File: src/rtl/core/spt_pkg.sv
// shared types, constants and byte classification for the tokenizer
`default_nettype none

package spt_pkg;

  localparam int unsigned MaxTok = 3;
  localparam int unsigned TokIdxW = 2;
  localparam int unsigned QDepth = 4;
  localparam int unsigned QPtrW = 2;
  localparam int unsigned QCntW = 3;
  localparam logic [15:0] LenMax = 16'hFFFF;

  localparam logic [7:0] ChLBrace = 8'h7B;
  localparam logic [7:0] ChRBrace = 8'h7D;
  localparam logic [7:0] ChLBrack = 8'h5B;
  localparam logic [7:0] ChRBrack = 8'h5D;
  localparam logic [7:0] ChLParen = 8'h28;
  localparam logic [7:0] ChRParen = 8'h29;
  localparam logic [7:0] ChPlus = 8'h2B;
  localparam logic [7:0] ChMinus = 8'h2D;
  localparam logic [7:0] ChTilde = 8'h7E;
  localparam logic [7:0] ChUnder = 8'h5F;
  localparam logic [7:0] ChTab = 8'h09;
  localparam logic [7:0] ChLf = 8'h0A;
  localparam logic [7:0] ChCr = 8'h0D;
  localparam logic [7:0] ChSpace = 8'h20;

  typedef enum logic [3:0] {
    KindSymbol = 4'd0,
    KindLBrace = 4'd1,
    KindRBrace = 4'd2,
    KindLBrack = 4'd3,
    KindRBrack = 4'd4,
    KindLParen = 4'd5,
    KindRParen = 4'd6,
    KindPlus   = 4'd7,
    KindMinus  = 4'd8,
    KindTilde  = 4'd9,
    KindChar   = 4'd10,
    KindEnd    = 4'd11
  } kind_e;

  typedef struct packed {
    kind_e       kind;
    logic [15:0] start;
    logic [15:0] len;
  } tok_t;

  // tokens of one input word, packed from slot 0 up
  typedef struct packed {
    tok_t [MaxTok-1:0]  tok;
    logic [TokIdxW-1:0] cnt;
  } rec_t;

  function automatic logic is_letter(input logic [7:0] b);
    return (b >= 8'h61 && b <= 8'h7A) || (b >= 8'h41 && b <= 8'h5A);
  endfunction

  function automatic logic is_digit(input logic [7:0] b);
    return b >= 8'h30 && b <= 8'h39;
  endfunction

  function automatic logic continues_symbol(input logic [7:0] b);
    return is_letter(b) || is_digit(b) || (b == ChUnder);
  endfunction

  function automatic logic is_space(input logic [7:0] b);
    return (b == ChSpace) || (b == ChTab) || (b == ChCr) || (b == ChLf);
  endfunction

  function automatic kind_e punct_kind(input logic [7:0] b);
    kind_e k;
    case (b)
      ChLBrace: k = KindLBrace;
      ChRBrace: k = KindRBrace;
      ChLBrack: k = KindLBrack;
      ChRBrack: k = KindRBrack;
      ChLParen: k = KindLParen;
      ChRParen: k = KindRParen;
      ChPlus:   k = KindPlus;
      ChMinus:  k = KindMinus;
      ChTilde:  k = KindTilde;
      default:  k = KindChar;
    endcase
    return k;
  endfunction

endpackage

`default_nettype wire

File: src/rtl/core/spt_front.sv
// front end: classifies each byte, tracks the open symbol, builds token records
`default_nettype none

module spt_front #(
  parameter int unsigned OFFSET_BITS = 16
) (
  input  wire logic               clk_i,
  input  wire logic               rst_ni,
  input  wire logic               push_i,
  input  wire logic [7:0]         byte_i,
  input  wire logic               last_i,
  input  wire logic               full_i,
  output logic                    rec_valid_o,
  output spt_pkg::rec_t           rec_o
);

  logic                   open_q, open_d;
  logic [15:0]            start_q, start_d;
  logic [15:0]            len_q, len_d;
  logic [OFFSET_BITS-1:0] pos_q, pos_d;

  logic [OFFSET_BITS-1:0] pos_n;
  logic [OFFSET_BITS+15:0] pos_ext, pos_n_ext;
  logic [15:0]            pos16, pos_n16;
  logic                   accept;

  assign accept    = push_i && !full_i;
  assign pos_n     = pos_q + OFFSET_BITS'(1);
  assign pos_ext   = {16'd0, pos_q};
  assign pos_n_ext = {16'd0, pos_n};
  assign pos16     = pos_ext[15:0];
  assign pos_n16   = pos_n_ext[15:0];

  always_comb begin
    spt_pkg::rec_t               rec;
    logic [spt_pkg::TokIdxW-1:0] n;
    rec     = '0;
    n       = '0;
    open_d  = open_q;
    start_d = start_q;
    len_d   = len_q;
    pos_d   = pos_n;

    if (open_q && spt_pkg::continues_symbol(byte_i)) begin
      if (len_q != spt_pkg::LenMax) begin
        len_d = len_q + 16'd1;
      end
    end else begin
      if (open_q) begin
        rec.tok[n] = '{kind: spt_pkg::KindSymbol, start: start_q, len: len_q};
        n          = n + 1'b1;
        open_d     = 1'b0;
      end
      if (spt_pkg::is_letter(byte_i)) begin
        open_d  = 1'b1;
        start_d = pos16;
        len_d   = 16'd1;
      end else if (!spt_pkg::is_space(byte_i)) begin
        rec.tok[n] = '{kind: spt_pkg::punct_kind(byte_i), start: pos16, len: 16'd1};
        n          = n + 1'b1;
      end
    end

    if (last_i) begin
      if (open_d) begin
        rec.tok[n] = '{kind: spt_pkg::KindSymbol, start: start_d, len: len_d};
        n          = n + 1'b1;
      end
      rec.tok[n] = '{kind: spt_pkg::KindEnd, start: pos_n16, len: 16'd0};
      n          = n + 1'b1;
      open_d     = 1'b0;
      start_d    = '0;
      len_d      = '0;
      pos_d      = '0;
    end

    rec.cnt     = n;
    rec_o       = rec;
    rec_valid_o = accept && (n != '0);
  end

  always_ff @(posedge clk_i or negedge rst_ni) begin
    if (!rst_ni) begin
      open_q  <= 1'b0;
      start_q <= '0;
      len_q   <= '0;
      pos_q   <= '0;
    end else if (accept) begin
      open_q  <= open_d;
      start_q <= start_d;
      len_q   <= len_d;
      pos_q   <= pos_d;
    end
  end

endmodule

`default_nettype wire

File: src/rtl/core/spt_queue.sv
// short record queue between front and back end
`default_nettype none

module spt_queue (
  input  wire logic    clk_i,
  input  wire logic    rst_ni,
  input  wire logic    wr_i,
  input  wire spt_pkg::rec_t wdata_i,
  output logic         full_o,
  input  wire logic    rd_i,
  output spt_pkg::rec_t rdata_o,
  output logic         empty_o
);

  spt_pkg::rec_t mem_q [spt_pkg::QDepth];

  logic [spt_pkg::QPtrW-1:0] wptr_q, rptr_q;
  logic [spt_pkg::QCntW-1:0] cnt_q;
  logic                      do_wr, do_rd;

  assign full_o  = cnt_q == spt_pkg::QCntW'(spt_pkg::QDepth);
  assign empty_o = cnt_q == '0;
  assign do_wr   = wr_i && !full_o;
  assign do_rd   = rd_i && !empty_o;
  assign rdata_o = mem_q[rptr_q];

  always_ff @(posedge clk_i) begin
    if (do_wr) begin
      mem_q[wptr_q] <= wdata_i;
    end
  end

  always_ff @(posedge clk_i or negedge rst_ni) begin
    if (!rst_ni) begin
      wptr_q <= '0;
      rptr_q <= '0;
      cnt_q  <= '0;
    end else begin
      if (do_wr) begin
        wptr_q <= wptr_q + 1'b1;
      end
      if (do_rd) begin
        rptr_q <= rptr_q + 1'b1;
      end
      if (do_wr && !do_rd) begin
        cnt_q <= cnt_q + 1'b1;
      end else if (do_rd && !do_wr) begin
        cnt_q <= cnt_q - 1'b1;
      end
    end
  end

  a_cnt_bound: assert property (@(posedge clk_i) disable iff (!rst_ni)
    cnt_q <= spt_pkg::QCntW'(spt_pkg::QDepth))
    else $error("queue count out of range");

  a_ptr_gap: assert property (@(posedge clk_i) disable iff (!rst_ni)
    (cnt_q == '0 || full_o) |-> (wptr_q == rptr_q))
    else $error("queue pointers disagree with count");

endmodule

`default_nettype wire

File: src/rtl/core/spt_back.sv
// back end: hands out the tokens of each record one word at a time
`default_nettype none

module spt_back (
  input  wire logic    clk_i,
  input  wire logic    rst_ni,
  input  wire logic    q_empty_i,
  input  wire spt_pkg::rec_t q_head_i,
  output logic         q_pop_o,
  output logic         empty_o,
  input  wire logic    pop_i,
  output logic [3:0]   token_kind_o,
  output logic [15:0]  start_offset_o,
  output logic [15:0]  token_length_o,
  output logic         last_of_run_o
);

  logic [spt_pkg::TokIdxW-1:0] idx_q;
  logic                        is_last;
  logic                        take;
  spt_pkg::tok_t               cur;

  assign cur            = q_head_i.tok[idx_q];
  assign is_last        = idx_q == (q_head_i.cnt - 1'b1);
  assign take           = pop_i && !q_empty_i;
  assign empty_o        = q_empty_i;
  assign q_pop_o        = take && is_last;
  assign token_kind_o   = cur.kind;
  assign start_offset_o = cur.start;
  assign token_length_o = cur.len;
  assign last_of_run_o  = is_last;

  always_ff @(posedge clk_i or negedge rst_ni) begin
    if (!rst_ni) begin
      idx_q <= '0;
    end else if (take) begin
      idx_q <= is_last ? '0 : idx_q + 1'b1;
    end
  end

  a_idx_in_rec: assert property (@(posedge clk_i) disable iff (!rst_ni)
    !q_empty_i |-> (idx_q < q_head_i.cnt))
    else $error("token index past end of record");

  a_idx_idle: assert property (@(posedge clk_i) disable iff (!rst_ni)
    q_empty_i |-> (idx_q == '0))
    else $error("token index left open with no record");

  a_end_closes: assert property (@(posedge clk_i) disable iff (!rst_ni)
    (!q_empty_i && cur.kind == spt_pkg::KindEnd) |-> last_of_run_o)
    else $error("end token not last of its run");

endmodule

`default_nettype wire

File: src/rtl/core/symbol_punctuation_tokenizer.sv
// top level of the symbol and punctuation tokenizer
// Input side is a queue write port: a byte word is taken on a rising edge
// with push high and full low, one word per cycle when not full.
// Output side is a queue read port: while empty is low the oldest token is
// on the result ports; it is taken on a rising edge with pop high.
// Each byte gives zero to three tokens; last_of_run marks the final token
// of a byte. Bytes that give none (a symbol's start or continuation, or
// whitespace with no symbol open) pass with no output.
// A byte's tokens are queued when it is taken. Throughput: one byte per
// cycle in when not full, one token per cycle out while not empty and pop
// is high; the four-record queue between the classifier and the output
// sequencer absorbs bursts, and full rises only when it holds four records.
// A stalled receiver keeps the current token steady; input continues until
// the queue fills. Reset clears the symbol state, the offset counter and the
// queue, so the first byte after reset is at offset 0.
`default_nettype none

module symbol_punctuation_tokenizer #(
  parameter int unsigned OFFSET_BITS = 16
) (
  input  wire logic        clk_i,
  input  wire logic        rst_ni,
  input  wire logic        push,
  output logic             full,
  input  wire logic [7:0]  byte_value_i,
  input  wire logic        end_of_input_i,
  output logic             empty,
  input  wire logic        pop,
  output logic [3:0]       token_kind_o,
  output logic [15:0]      start_offset_o,
  output logic [15:0]      token_length_o,
  output logic             last_of_run_o
);

  logic          rec_valid;
  spt_pkg::rec_t rec;
  spt_pkg::rec_t head;
  logic          q_full, q_empty, q_pop;

  assign full = q_full;

  spt_front #(
    .OFFSET_BITS(OFFSET_BITS)
  ) u_front (
    .clk_i       (clk_i),
    .rst_ni      (rst_ni),
    .push_i      (push),
    .byte_i      (byte_value_i),
    .last_i      (end_of_input_i),
    .full_i      (q_full),
    .rec_valid_o (rec_valid),
    .rec_o       (rec)
  );

  spt_queue u_queue (
    .clk_i   (clk_i),
    .rst_ni  (rst_ni),
    .wr_i    (rec_valid),
    .wdata_i (rec),
    .full_o  (q_full),
    .rd_i    (q_pop),
    .rdata_o (head),
    .empty_o (q_empty)
  );

  spt_back u_back (
    .clk_i          (clk_i),
    .rst_ni         (rst_ni),
    .q_empty_i      (q_empty),
    .q_head_i       (head),
    .q_pop_o        (q_pop),
    .empty_o        (empty),
    .pop_i          (pop),
    .token_kind_o   (token_kind_o),
    .start_offset_o (start_offset_o),
    .token_length_o (token_length_o),
    .last_of_run_o  (last_of_run_o)
  );

endmodule

`default_nettype wire

File: config.mk
export PLATFORM = sky130hd
export DESIGN_NAME = symbol_punctuation_tokenizer
export DESIGN_NICKNAME = d
export VERILOG_FILES = /design/src/rtl/core/spt_pkg.sv /design/src/rtl/core/spt_front.sv /design/src/rtl/core/spt_queue.sv /design/src/rtl/core/spt_back.sv /design/src/rtl/core/symbol_punctuation_tokenizer.sv
export SDC_FILE = /design/constraint.sdc
export NUM_CORES = 1
export LEC_CHECK = 0
export CAP_MARGIN = 5
export CORE_ASPECT_RATIO = 0.75
export CORE_UTILIZATION = 35
export DETAILED_ROUTE_END_ITERATION = 10
export DONT_BUFFER_PORTS = 1
export SYNTH_ARGS = -nofsm -noshare
export SYNTH_HDL_FRONTEND = slang
export SYNTH_SLANG_ARGS = --single-unit
File: constraint.sdc
create_clock -name clk_i -period 6.7 [get_ports clk_i]
set_clock_uncertainty 0.05 [all_clocks]
set_input_delay 0.335 -clock clk_i [delete_from_list [all_inputs] [get_ports clk_i]]
set_output_delay 0.335 -clock clk_i [all_outputs]
set_load 0.05 [all_outputs]
==> summary.md, run 1 <==
| Metric | Value |
|---|---|
| Layout cell share with drive strength beyond 1 | `16.2%` |
| R2R depth | `13` |
| CTS tree | `built` |
| Synth Flop Type | `edfxtp_1` |
| Initial antenna violation count | `0` |
| Area contributors post-synth | `edfxtp_1, mux4_2, dfrtp_1` |
| Area share of the leading cell type in the synthesized netlist | `59.6%` |
| Port bufs | `0` |
| # Max-Cap Violations | `0` |
| Iteration-0 DRC Markers | `1483` |
| Top Metal Used | `met4` |
| Pleak | `7.87 nW` |
| Total CTS buffers | `48` |
| Min Tclk post-route | `4940 ps` |
| Register bit count reported by yosys | `486` |
| DR vias | `12745` |
| CP Buf/Inv Count | `3` |
| Worst hold path cell count | `3` |
| Deepest clock path buffer count | `3` |
| Crit-path leading delay family | `simple AND/OR/NAND/NOR gates` |
| CP max stage cell | `nor2_1` |
| Worst slew pin tran | `1190 ps` |
| Post-synth EDFFs | `428` |
| Crit Path Class | `reg -> reg` |
| Via density | `5.70` |
| Initial Utilization | `35.5%` |
| Post-CTS setup buffers | `0` |
| CP endpoint kind | `register` |
| Worst skew pair latency | `580 ps` |
| Final #Nets | `1426` |
| Syn Area/Cell | `15.2 µm²` |
| Pins Over Slew Limit | `0` |
| Mapped Area | `21500 µm²` |
| Pwr dens | `424 nW/µm²` |
| Hold_buf cts | `4` |
| CP Depth | `13` |
| Failing checks | `design-rule violations` |
| Die X | `289 µm` |
| Clock Sinks | `486` |
| Global-route wire length before repair | `81.5 mm` |
| Post-cts resize count | `0` |
| Critical Path Max Stage Delay | `680 ps` |
| CP Launch Type | `register` |
| Largest net degree at the start of global routing | `78` |
| Syn nets | `1444` |
| Core Box Area | `60700 µm²` |
| Final setup viols | `0` |
| DRC errors left | `6` |
| Drt wl/cell | `24.0 µm` |
| Met1 wire length | `24.5 mm` |
| Post-DP HPWL | `31.7 mm` |
| Synth Instances | `1416` |
| Crit-path max FO | `38` |
| Worst Hold Class | `in -> reg` |
| Crit-path cells | `buf_4, o21a_1, nor2_1, nand2_1, ha_1, a21oi_1, inv_1, ha_1, nand3_1, nand2_1, a221oi_4, and2_4, buf_4` |
| Relative slew slack | `20.2%` |
| Endpoints failing hold | `0` |
| Async set-or-reset flop fraction in the synthesized netlist | `11.9%` |
| Setup TNS | `0 ps` |
| H-Tree Depth | `2` |
| Tot Pwr | `10.2 mW` |
| Drt first pass iters | `11` |
| Finished Core Util | `39.6%` |
| Most numerous cell in the Yosys netlist | `edfxtp_1` |
| Period Utilization, post-route | `73.7%` |
| Die footprint | `62600 µm²` |
| DRT Wirelength | `53.6 mm` |
| RSZ-0062 raised after global routing | `no` |
| Yosys cell types | `68` |
| CP Data Required Time | `6880 ps` |
| Placement Rows | `78` |
| Final Wtd Congestion | `0.848` |
| Met3 WL | `4.29 mm` |
| Status | `finished with violations` |
| Pre-CTS WS | `1330 ps` |
| Largest area contributor in the netlist | `edfxtp_1` |
| Post-synth top cells | `edfxtp_1, nand2_1, mux4_2` |
| Yosys warns | `0` |
| # fillers | `5543` |
| Setup ws final | `1760 ps` |
| Area Growth Syn to Fin | `11.6%` |
| Register area share after synthesis | `66.4%` |
| Final ANT Viol Nets | `0` |
| Placed Cells | `2144` |
| All-layer global routing usage | `17.3%` |
| Peak Freq | `203 MHz` |
| Final Non-Filler Cells | `2236` |
| CP Data Arrival Time | `5120 ps` |
| Total congestion overflow | `0` |
| Ports | `52` |
| Die Ht | `217 µm` |
| Peak supply drop | `320 µV` |
| WL met2 | `23.6 mm` |
| Number of global-route vias before repair | `13050` |
| Clock Tree Root | `clkbuf_16` |
| Reg clk slew, reported paths | `70 ps` |
| Diode count | `0` |
[final cells by class]
class / count / area (µm²) / area share, %
multi-input cells: 801 / 6780 / 28.2
inverters: 24 / 90.1 / 0.374
flip-flops and latches: 486 / 14300 / 59.5
clock buffers: 71 / 1350 / 5.61
clock inverters: 17 / 155 / 0.645
repair buffers: 37 / 372 / 1.54
well taps: 800 / 1000 / 4.16
[power by group]
part / internal, mW / switching (mW) / total [mW]
logic: 1.14 / 2.27 / 3.41
clock network: 1.51 / 1.10 / 2.61
registers: 3.85 / 0.342 / 4.19
[state kept, by name, summed over array words and instances (netlist names)]
name             cells
u_back.idx_q         2
u_front.len_q       16
u_front.open_q       1
u_front.pos16       16
u_front.start_q     16
u_queue.cnt_q        3
u_queue.mem_q      428
u_queue.rptr_q       2
u_queue.wptr_q       2
[logic make-up after synthesis]
logic type	share of synthesized area (%)
AND/OR/NAND/NOR	7.22
multiplexers	14.1
flip-flops	66.4
buffers and inverters	2.43
XOR/XNOR	1.02
adder cells (fa/ha/maj)	0.906
AO/OA/AOI/OAI	8.01
[placed cells by master (no fill, tap or decap), types with 7 or more instances in the layout]
master     netlist  routed
nor2_1          50      50
nor2b_1         12      11
inv_1           24      24
nand3_1         25      25
xnor2_1         12      12
nand2_1        144     143
o211ai_1         8       8
a22oi_1         15      15
ha_1            14      14
a21oi_1         25      25
clkbuf_1        67      18
buf_4            0      27
dfrtp_1         58      54
clkinv_1         0       7
a21o_1           8       8
o21ai_0        106      72
nand2b_1        11       9
nand4_1          8       8
or3_1            9       9
o21ai_1          1      35
xor2_1          13      13
clkbuf_16        0      49
o221ai_1        28      28
o22a_1          11      11
mux2i_1         55      55
nor3_1          27      25
edfxtp_1       428     428
mux4_2         107     107
o22ai_1         22      22
[through the flow]
stage / instance area (µm²) / hold slack (ps)
floorplan: 21500 / -10.6
global placement: 22500 / 3.80
detailed placement: 22500 / 4.22
CTS: 24100 / 6.64
global route: 24100 / 41.7
finish: 24100 / 31.1
[worst register-to-register path: cells and delay by family, from the launching register on]
family | cells | cell delay [ps]
AOI/OAI and AO/OA | 3 | 830
buffers and inverters | 3 | 830
adders and majority gates | 2 | 710
and+or+nand+nor | 5 | 1810
DFF | 1 | 360
[layer usage]
metal	vias up	GRT usage [%]
met5	-	0
met4	0	5.27
met3	96	3.49
met2	535	25.4
met1	6558	25.7
li1	5556	-
[worst paths after layout]
path / startpoint / to / slack [ps]
max in group asynchronous: rst_ni / u_queue.rptr_q[1]$_DFFE_PN0P_ / 5950
setup reg to reg: u_front.open_q$_DFFE_PN0P_ / u_queue.mem_q[2][28]$_DFFE_PP_ / 1760
hold reg to reg: u_front.start_q[7]$_DFFE_PN0P_ / u_front.start_q[7]$_DFFE_PN0P_ / 460
hold / removal: end_of_input_i / u_front.len_q[5]$_DFFE_PN0P_ / 30
min in group asynchronous: rst_ni / u_front.pos16[3]$_DFFE_PN0P_ / 260
setup / recovery: u_front.open_q$_DFFE_PN0P_ / u_queue.mem_q[2][28]$_DFFE_PP_ / 1760
Note: power is estimated with default switching activity, not from simulation.
==> inputs of run 2 (changes only) <==
clock period = 4 ns   (was 6.7 ns; I/O delays follow)
==> run 2 against run 1 <==
  * Sequential share of layout area shrank 1.6 points
  * Hold slack lost 51 ps
  * Critical path depth grew 3
  * Final cell count grew 2.6%
  * Largest cell class unchanged
  * Register-to-register slack lost 1400 ps
  * First-iteration DRC count shrank 8.3%
  * Critical path type unchanged
  * Wire length shrank 0.61%
  * Power grew 74%
  * Sequential cell count is the same
  * The flow finishes with violations (design-rule violations, negative hold slack)
==> summary.md, run 2 (synthesis results as in run 1) <==
| Metric | Value |
|---|---|
| Status | `finished with violations` |
| Failing checks | `design-rule violations, negative hold slack` |
| Drt first pass iters | `10 (-1)` |
| Drt wl/cell | `23.2 µm (-3.2%)` |
| CP Data Arrival Time | `4110 ps (-1010 ps)` |
| RR Endpoint | `u_queue.cnt_q[2]$_DFFE_PN0P_` |
| Die X | `289 µm (unchanged)` |
| Largest net degree at the start of global routing | `60 (-23%)` |
| DRT Wirelength | `53.3 mm (-0.61%)` |
| Clock Sinks | `486 (unchanged)` |
| Post-CTS setup buffers | `0 (unchanged)` |
| Crit-path max FO | `5 (-87%)` |
| DR vias | `13008 (+2.1%)` |
| Worst slew pin tran | `1180 ps (-11.7 ps)` |
| Peak supply drop | `469 µV (+46%)` |
| Commonest non-fill, non-tap cells in the layout | `edfxtp_1, nand2_1, mux4_2, buf_4, o21ai_0` |
| Peak Freq | `273 MHz (+35%)` |
| H-Tree Depth | `2 (unchanged)` |
| Endpoints failing hold | `2 (+2)` |
| Pwr dens | `718 nW/µm² (+69%)` |
| CP Data Required Time | `4440 ps (-2440 ps)` |
| Final ANT Viol Nets | `0 (unchanged)` |
| Worst Hold Class | `in -> reg` |
| Via density | `5.67 (-0.56%)` |
| Worst skew pair latency | `570 ps (about the same)` |
| Worst Hold Endpoint | `u_back.idx_q[0]$_DFFE_PN0P_` |
| RSZ-0062 raised after global routing | `no` |
| CP endpoint kind | `register` |
| Hold path startpoint | `pop` |
| Iteration-0 DRC Markers | `1360 (-8.3%)` |
| Die Ht | `217 µm (unchanged)` |
| Min Tclk post-route | `3660 ps (-1270 ps)` |
| Global-route wire length before repair | `81.1 mm (-0.48%)` |
| Crit Path Class | `reg -> reg` |
| R2R depth | `16 (+3)` |
| Pins Over Slew Limit | `0 (unchanged)` |
| Relative slew slack | `20.5% (+0.31 points)` |
| DRC errors left | `4 (-2)` |
| Worst reg2reg startpoint | `u_front.open_q$_DFFE_PN0P_` |
| # Max-Cap Violations | `0 (unchanged)` |
| Ports | `52 (unchanged)` |
| Die footprint | `62600 µm² (unchanged)` |
| Largest register FFs | `428 (unchanged)` |
| Total congestion overflow | `0 (unchanged)` |
| Post-DP HPWL | `33.3 mm (+5.4%)` |
| Initial antenna violation count | `1 (+1)` |
| Total CTS buffers | `47 (-2.1%)` |
| Placement Rows | `78 (unchanged)` |
| Commonest non-fill, non-tap cell in the layout | `edfxtp_1` |
| Biggest register | `u_queue.mem_q` |
| Deepest clock path buffer count | `3 (unchanged)` |
| Layout cell share with drive strength beyond 1 | `20.6% (+4.4 points)` |
| Port bufs | `0 (unchanged)` |
| Final Wtd Congestion | `0.868 (+2.4%)` |
| All-layer global routing usage | `17.1% (-0.22 points)` |
| CTS tree | `built` |
| Pleak | `8.24 nW (+4.7%)` |
| Initial Utilization | `35.5% (unchanged)` |
| Reg clk slew, reported paths | `70 ps (about the same)` |
| Period Utilization, post-route | `91.6% (+18 points)` |
| Number of global-route vias before repair | `12894 (-1.2%)` |
| Worst hold path cell count | `2 (-1)` |
| Final setup viols | `0 (unchanged)` |
| Core Box Area | `60700 µm² (unchanged)` |
| Clock Tree Root | `clkbuf_16` |
| Final #Nets | `1485 (+4.1%)` |
| Diode count | `0 (unchanged)` |
| Worst reg-to-reg setup slack | `340 ps (-1430 ps)` |
| Final hold slack | `-19.8 ps (-50.9 ps)` |
| CP Launch Point | `u_front.open_q$_DFFE_PN0P_` |
| Setup TNS | `0 ps (unchanged)` |
| Finished Core Util | `40.7% (+1.1 points)` |
| CP Launch Type | `register` |
| Area Growth Syn to Fin | `14.7%` |
| # fillers | `5482 (-1.1%)` |
==> run 2: changes by cell type in the layout (fill, tap and decap cells not counted), moves of 3 or more <==
| cell | change |
|---|---|
| buf_4 | +54 |
| buf_12 | +8 |
| clkbuf_1 | -7 |
| bufinv_16 | +3 |
| ha_1 | -3 |
| ha_4 | +3 |
==> run 2: critical path: stages, from the launching register on <==
cell and delay, ps:
dfrtp_1 470, o21a_1 210, nor2_1 300, nand2_1 250, ha_4 290, a21oi_4 180
inv_2 60, ha_4 250, nand3_1 90, nand2_1 80, a221oi_4 250, ha_1 240
inv_1 60, fa_1 370, xor2_1 170, nor2_1 120, xor2_1 150
==> run 2: cell type report <==
cell class	instances	area [µm²]	share of cell area, %
Multi-Input combinational cell	801	6830	27.6
Inverter	24	90.1	0.364
Clock inverter	25	290	1.17
Tap cell	800	1000	4.05
Sequential cell	486	14300	57.9
Timing Repair Buffer	97	916	3.70
Clock buffer	62	1280	5.19
==> run 2: worst max-delay path by stage <==
stage | to | slack (ps)
4_1_cts | u_queue.cnt_q[2]$_DFFE_PN0P_ | 330
5_1_grt | u_queue.cnt_q[2]$_DFFE_PN0P_ | 110
6_report | u_queue.cnt_q[2]$_DFFE_PN0P_ | 340
3_3_place_gp | u_queue.cnt_q[2]$_DFFE_PN0P_ | 100
2_1_floorplan | u_queue.mem_q[0][0]$_DFFE_PP_ | 10
3_5_place_dp | u_queue.cnt_q[2]$_DFFE_PN0P_ | 70
==> run 2: report_power, final <==
part | internal (mW) | total, mW | switching [mW] | leakage, nW
logic | 2.36 | 6.29 | 3.93 | 2.67
registers | 6.45 | 6.92 | 0.466 | 4.79
clock network | 2.66 | 4.54 | 1.89 | 0.771
==> run 2: what timing repair did <==
action,4_1_cts,5_1_grt
resized for setup,0,0
endpoints found under the setup margin,0,0
hold buffers,3,0
endpoints found under the hold margin,74,0
==> run 2: metal layers <==
metal / vias to the layer above / GRT usage (%) / wire length (µm)
met4: 0 / 3.40 / 663
met5: - / 0 / 0
met2: 549 / 25.4 / 23600
met1: 6750 / 25.9 / 25100
met3: 55 / 3.43 / 3960
li1: 5654 / - / -
==> run 2: through the flow <==
stage | area [µm²] | hold WS, ps | setup WS [ps] | power, mW | std cells
floorplan | 21600 | -146 | 11.5 | 11.3 | 1416
global placement | 23100 | -130 | 96.6 | 13.3 | 2205
detailed placement | 23100 | -130 | 65.5 | 13.4 | 2205
CTS | 24700 | 1.28 | 332 | 18.0 | 2295
global route | 24700 | 16.5 | 111 | 18.5 | 2295
finish | 24700 | -19.8 | 336 | 17.7 | 2295
